===== src/rtl/core/iwaq_pkg.sv =====
// Shared types and constants for the in-flight window ack queue.
// No dependencies; imported by iwaq_cell and inflight_window_ack_queue.
package iwaq_pkg;

    localparam int QUEUE_DEPTH_DEF  = 64;
    localparam int PUBLISH_CODE_DEF = 3;

    localparam int HANDLE_W = 16;
    localparam int IDENT_W  = 16;
    localparam int KIND_W   = 4;
    localparam int QOS_W    = 2;
    localparam int WIN_W    = 7;

    localparam logic [WIN_W-1:0] WINDOW_RESET = 7'd16;

    localparam logic ACT_STORE = 1'b0;
    localparam logic ACT_ACK   = 1'b1;

    typedef struct packed {
        logic [HANDLE_W-1:0] handle;
        logic [IDENT_W-1:0]  ident;
        logic [KIND_W-1:0]   kind;
        logic [QOS_W-1:0]    qos;
    } entry_t;

    typedef struct packed {
        logic write_en;
        logic shift_en;
    } cell_ctl_t;

    typedef enum logic [1:0] {
        ST_IDLE,
        ST_MATCH,
        ST_APPLY
    } state_t;

endpackage


===== src/rtl/core/iwaq_cell.sv =====
// One queue slot: holds an entry, matches it against an ack key and takes
// its right neighbor's entry on a compaction shift. Depends on iwaq_pkg.
module iwaq_cell
    import iwaq_pkg::*;
#(
    parameter int IDX          = 0,
    parameter int CNT_W        = 7,
    parameter int PUBLISH_CODE = PUBLISH_CODE_DEF
) (
    input  logic             aclk,
    input  cell_ctl_t        ctl,
    input  entry_t           item_i,
    input  entry_t           nbr_i,
    input  logic [CNT_W-1:0] inflight_i,
    output entry_t           entry_o,
    output entry_t           tap_o,
    output logic             match_o
);

    entry_t entry_reg;
    entry_t entry_next;
    logic   in_window;
    logic   key_hit;

    always_comb begin
        entry_next = entry_reg;
        if (ctl.shift_en) begin
            entry_next = nbr_i;
        end else if (ctl.write_en) begin
            entry_next = item_i;
        end
    end

    always_ff @(posedge aclk) begin
        entry_reg <= entry_next;
    end

    // only the front in-flight slots take part in an ack search
    assign in_window = inflight_i > CNT_W'(IDX);
    assign key_hit   = (entry_reg.ident == item_i.ident) && (entry_reg.kind == item_i.kind)
                       && ((item_i.kind != KIND_W'(PUBLISH_CODE))
                           || (entry_reg.qos == item_i.qos));

    assign match_o = in_window && key_hit;
    assign entry_o = entry_reg;
    // slot at the in-flight boundary is the next one to promote
    assign tap_o   = (inflight_i == CNT_W'(IDX)) ? entry_reg : '0;

endmodule


===== config.mk =====
export PLATFORM = sky130hd
export DESIGN_NAME = iwaq_cell
export DESIGN_NICKNAME = d
export VERILOG_FILES = /design/src/rtl/core/iwaq_pkg.sv /design/src/rtl/core/iwaq_cell.sv
export SDC_FILE = /design/constraint.sdc
export NUM_CORES = 1
export LEC_CHECK = 0
export BUFFER_PORTS_ARGS = -buffer_cell sky130_fd_sc_hd__buf_2
export CORE_AREA = 2 2 73 75
export CTS_BUF_LIST = sky130_fd_sc_hd__clkbuf_4 sky130_fd_sc_hd__clkbuf_8
export DETAILED_ROUTE_END_ITERATION = 8
export DIE_AREA = 0 0 75 77
export PLACE_DENSITY = 0.85
export SYNTH_ARGS = -nofsm -noshare
export SYNTH_HDL_FRONTEND = slang
export SYNTH_SLANG_ARGS = --single-unit
export TNS_END_PERCENT = 20

===== constraint.sdc =====
create_clock -name aclk -period 4.2 [get_ports aclk]
set_input_delay 0.42 -clock aclk [delete_from_list [all_inputs] [get_ports aclk]]
set_output_delay 0.42 -clock aclk [all_outputs]
set_load 0.005 [all_outputs]

==> results of run 1 <==
-- cell families after synthesis --
logic type / Yosys count
AOI/OAI and AO/OA: 1
buffers and inverters: 8
and+or+nand+nor: 49
muxes: 38
DFF: 38
xor gates and xnor gates: 22
-- power breakdown --
part	switching (uW)	total, uW	internal [uW]
logic	68.8	173	104
clock network	127	363	235
registers	27.9	496	468
total	224	1030	807
-- through the flow --
step | worst slack, ps | instances
floorplan | 2250 | 156
global placement | 1880 | 381
detailed placement | 1820 | 381
CTS | 1870 | 389
global route | 1780 | 389
finish | 1900 | 389
-- layout make-up --
type                       instances  area share (%)
clock buffer                       5            2.20
timing repair buffer             163            26.1
clock inverter                     3            2.04
tap                               70            2.79
sequential                        38            36.4
multi-input combinational        110            30.5
-- critical path: cells and delay by family --
kind,cells,cell delay (ps)
simple gates,4,870
buf+inv,3,590
-- path summary, 6_finish.rpt --
path	startpoint	end	slack, ps	depth (start not counted)
min	item_i[27]	entry_o[27]$_DFFE_PP_	430	2
max	inflight_i[2]	match_o	1900	7
-- per-layer routing --
| layer | share of wire (%) | vias up | routed length, um | GRT usage [%] |
|---|---|---|---|---|
| met5 | 0 | - | 0 | 0 |
| met4 | 0.58 | 0 | 31 | 4.29 |
| met3 | 8.3 | 4 | 446 | 5.26 |
| met2 | 54 | 89 | 2880 | 33.8 |
| met1 | 37 | 822 | 2010 | 20.1 |
| li1 | - | 883 | - | - |
-- cell usage after synthesis, drive strengths merged --
cell type  count  area [sq um]
clkbuf         4          16.3
or2            1          6.26
edfxtp        38          1140
mux2          38           428
buf            4          38.8
nand4          5          31.3
nand2          1          3.75
a2111oi        1          8.76
and2          38           238
or4            2          18.8
nor4           2          27.5
xnor2         22           193
==> reports/results.ini, run 1 <==
[sta]
final_max_slew_viol_count = 0
min_period_ps = 2300
finalCritPeriodShare_pct = 54.9
slew_headroom_pct = 39.7
whs_ps = 430
rsz0062_at_grt = false
final.setup.tns_ps = 0
setup_viol = 0
max_freq_ghz = 0.434
final_hold_viol_count = 0
tightest_slew_ps = 904

[synth]
synthMuxAreaShare_pct = 19.9
synth_simple_gate_area_share_pct = 15.1
yosys_warnings = 0
synth-seq-area-share_pct = 53.1
syn_area_sq_um = 2150
synth_area_per_cell_sq_um = 13.8
synth_fa_ha_area_share_pct = 0
synth-xor-area-share_pct = 8.96
synth_seq_cells = 38
synth_compound_area_share_pct = 0.407
syn_nets = 242
synthCells = 156
synth_top_family_by_area = multiplexers
synth.distinct_cells = 16

[clocking]
cts-resized-gates = 0
cts_buffer_depth = 2
clock_sinks = 38
postCtsHoldBufs = 0
cts_root_buf = clkbuf_8
clk_pin_slew_ps = 80
numCtsBuffers = 5
postCtsSetupBuffers = 0
htreeDepth = 2
cts_tree = done

[cells_and_area]
layout_common_cells = 162 x buf_2, 38 x mux2_2, 38 x and2_1, 38 x edfxtp_1, 22 x xnor2_1
drive_above_1_share_pct = 66.1
synthToLayoutAreaGrowth_pct = 45.7
final_common_cell = buf_2
num_antenna_cells = 0
largest_reg_flops = 38
multiInputGateArea_sq_um = 955
final_net_count = 404
utilization_pct = 63.0
fill_cells = 415
final_area_sq_um = 3130
regArea_sq_um = 1140

[route]
antenna_left = 0
dr.pass1.iters = 4
drt_iter0_drc = 68
drt_wl_total_um = 5370
drc = 0
wl_per_cell_um = 13.8
routed_via_density = 4.62
vias = 1798

[global_route]
grt_usage_pct = 18.3
overflow = 0
grt_max_degree = 40
first_global_vias = 1799
grt_first_pass_wirelength_um = 8110
antenna_found_initial = 0

[setup_path]
critPathRequiredTime_ps = 3780
critPathCaptureType = output port
start_kind = input port
max_stage_delay_ps = 530
crit_path_max_fanout = 39
crit_slowest_cell = or4_4
critPathKind = in2out
crit_top_cell = buf_2
crit_arrival_ps = 1880
worstPathCellList = buf_2 > or4_4 > nor4_4 > buf_4 > or4_1 > nor4_1 > buf_2

[die]
chipHeight_um = 77
num_rows = 26
fp.dieW_um = 75
start_util_pct = 43.2
ios = 163
dieArea_sq_um = 5780
fp.coreArea_sq_um = 4980

[place]
post_dp_cell_area_sq_um = 3000
routabilityCongestion = 0.752
dp_hpwl_um = 4200
portBuffers = 162

[power_and_ir_drop]
leakage_uw = 0.00148
ir_drop_v = 0.000185
total_power_uw = 1030
pwr_density_cell_nw_per_um2 = 329

[status]
outcome = finished clean

[job]
cap_violations = 0

[min_path]
hold_class = in2reg

Power figures use the tool's default switching activity.
==> run 2, diff against run 1 <==
Settings changed: ABC_AREA set to 1, CORE_AREA 2 2 73 75 to 2 2 81 83, DIE_AREA 0 0 75 77 to 0 0 83 85, PLACE_DENSITY 0.85 to 0.77.
Clock period 4.2 ns to 2 ns, I/O delays scaled along.
==> run 2 against run 1 <==
Effect of this change:
- sequential share of layout area down 1.8 points
- utilization down 9.9 points
- hold slack worse by 250 ps
- clock power up 39%
- global-route usage down 1.8 points
- routed wire length up 12%
- critical path depth down 1
==> reports/results.ini, run 2 <==
[sta]
finalCritPeriodShare_pct = 84.6
final.setup.tns_ps = 0  ; unchanged
tightest_slew_ps = 891  ; -12.5 ps
setup_viol = 0  ; unchanged
final_max_slew_viol_count = 0  ; unchanged
whs_ps = 181  ; -249 ps
final_hold_viol_count = 0  ; unchanged
min_period_ps = 1690
slew_headroom_pct = 40.6  ; +0.84 points
max_freq_ghz = 0.591
rsz0062_at_grt = false

[route]
dr.pass1.iters = 5  ; +1
wl_per_cell_um = 10.7  ; -23%
vias = 2486  ; +38%
drt_wl_total_um = 6010  ; +12%
antenna_left = 0  ; unchanged
drt_iter0_drc = 62  ; -8.8%
routed_via_density = 4.42  ; -4.5%
drc = 0  ; unchanged

[setup_path]
max_stage_delay_ps = 440  ; -90 ps
crit_path_max_fanout = 3  ; -92%
crit_arrival_ps = 1490  ; -390 ps
critPathRequiredTime_ps = 1800  ; -1980 ps
start_kind = flop
critPathCaptureType = output port
crit_slowest_cell = edfxtp_1
worstPathCellList = xnor2_1 > nand2_1 > nor2_1 > nand3_1 > nor2_1 > buf_2
crit_top_cell = nor2_1
critPathKind = reg2out

[die]
num_rows = 29  ; +12%
start_util_pct = 38.1  ; -5.1 points
dieArea_sq_um = 7060  ; +22%
chipHeight_um = 85  ; +10%
fp.dieW_um = 83  ; +11%
fp.coreArea_sq_um = 6200  ; +25%
ios = 163  ; unchanged

[cells_and_area]
num_antenna_cells = 0  ; unchanged
largest_reg_flops = 38  ; unchanged
synthToLayoutAreaGrowth_pct = 39.4
drive_above_1_share_pct = 39.9  ; -26 points
final_net_count = 571  ; +41%
final_common_cell = buf_2
layout_common_cells = 162 x buf_2, 142 x nand2_1, 55 x inv_1
instances_no_fill = 563  ; +45%

[place]
dp_hpwl_um = 4760  ; +13%
routabilityCongestion = 0.863  ; +15%
portBuffers = 162  ; unchanged
place_inst = 555  ; +46%

[synth]
synth.most_common_cell = nand2_1
synth_compound_area_share_pct = 3.18  ; +2.8 points
synth_top_family_by_area = simple AND/OR/NAND/NOR gates
synth-xor-area-share_pct = 2.59  ; -6.4 points
synth_area_per_cell_sq_um = 7.25  ; -47%
synth.area.top_cells = edfxtp_1 48%, nand2_1 23%, inv_1 8.7%
syn_nets = 412  ; +70%
synth_seq_cells = 38  ; unchanged
synthMuxAreaShare_pct = 0  ; -20 points
synth-seq-area-share_pct = 48.3  ; -4.8 points
yosys_warnings = 0  ; unchanged
synthCells = 326  ; +110%
synth.distinct_cells = 14  ; -2
synth_enable_flop_cells = 38  ; unchanged
synth_fa_ha_area_share_pct = 0  ; unchanged
synthFlopType = edfxtp_1
synth_top_area_share_pct = 48.3  ; -4.8 points
async_flop_share_pct = 0  ; unchanged
synth_common_cells = 142 x nand2_1, 55 x inv_1, 38 x edfxtp_1, 32 x nor2_1, 21 x nor2_2
synth_simple_gate_area_share_pct = 33.9  ; +19 points
yosysTopAreaCell = edfxtp_1
syn_area_sq_um = 2360  ; +9.9%

[global_route]
first_global_vias = 2230  ; +24%
antenna_found_initial = 0  ; unchanged
grt_usage_pct = 16.5  ; -1.8 points
grt_first_pass_wirelength_um = 9520  ; +17%
grt_max_degree = 39  ; -2.5%
overflow = 0  ; unchanged

[clocking]
postCtsSetupBuffers = 0  ; unchanged
cts_buffer_depth = 2  ; unchanged
cts-resized-gates = 0  ; unchanged
htreeDepth = 2  ; unchanged
clock_sinks = 38  ; unchanged
clk_pin_slew_ps = 70  ; about the same
cts_root_buf = clkbuf_8
cts_tree = done
numCtsBuffers = 5  ; unchanged
postCtsHoldBufs = 0  ; unchanged

[job]
cap_violations = 0  ; unchanged

[status]
outcome = finished clean

[power_and_ir_drop]
leakage_uw = 0.00196  ; +32%
total_power_uw = 1970  ; +91%
ir_drop_v = 0.000310  ; +67%
pwr_density_cell_nw_per_um2 = 598  ; +82%

[min_path]
hold_class = in2reg

[run 2: critical path, delay by kind of cell (launching register included)]
kind,cells,cell delay (ps)
flip-flops,1,440
AND/OR/NAND/NOR,4,490
XOR/XNOR,1,160
buffers and inverters,1,120
[run 2: path summary, 6_finish.rpt]
path              slack (ps)  depth (start not counted)                    end                  start
setup / recovery         310                          6                match_o  entry_o[14]$_DFFE_PP_
hold / removal           180                          3  entry_o[34]$_DFFE_PP_             item_i[34]
[run 2: power by group]
group          total [uW]  switching, uW  internal (uW)
Sequential           1040           61.3            983
Combinational         421            226            195
Clock                 506            253            253
Total                1970            539           1430
[run 2: final cells by class]
cell class,instances,area (sq um)
sequential,38,1140
timing repair buffer,164,826
clock inverter,2,8.76
multi-input combinational,220,937
inverter,56,210
clock buffer,6,76.3
fill,602,2910
tap,77,96.3
[run 2: cell families (layout without fill, tap and decap cells)]
group | after synthesis | in the layout
AND/OR/NAND/NOR | 198 | 198
buffers and inverters | 68 | 228
flip-flops | 38 | 38
AO/OA/AOI/OAI | 15 | 15
XOR/XNOR | 7 | 7
[run 2: metrics by stage]
stage | util, % | instance area (sq um) | setup WS (ps)
floorplan | - | 2360 | 732
global placement | 51.7 | 3210 | 534
detailed placement | 51.7 | 3210 | 478
CTS | 53.1 | 3300 | 300
global route | 53.1 | 3300 | 148
finish | 53.1 | 3300 | 309
[run 2: per-layer routing]
metal	wire, um	vias to the layer above	global-route usage (%)
met2	2900	117	29.6
met1	2520	1078	19.6
met5	0	-	0
li1	-	1285	-
met4	59	0	4.47
met3	525	6	4.38
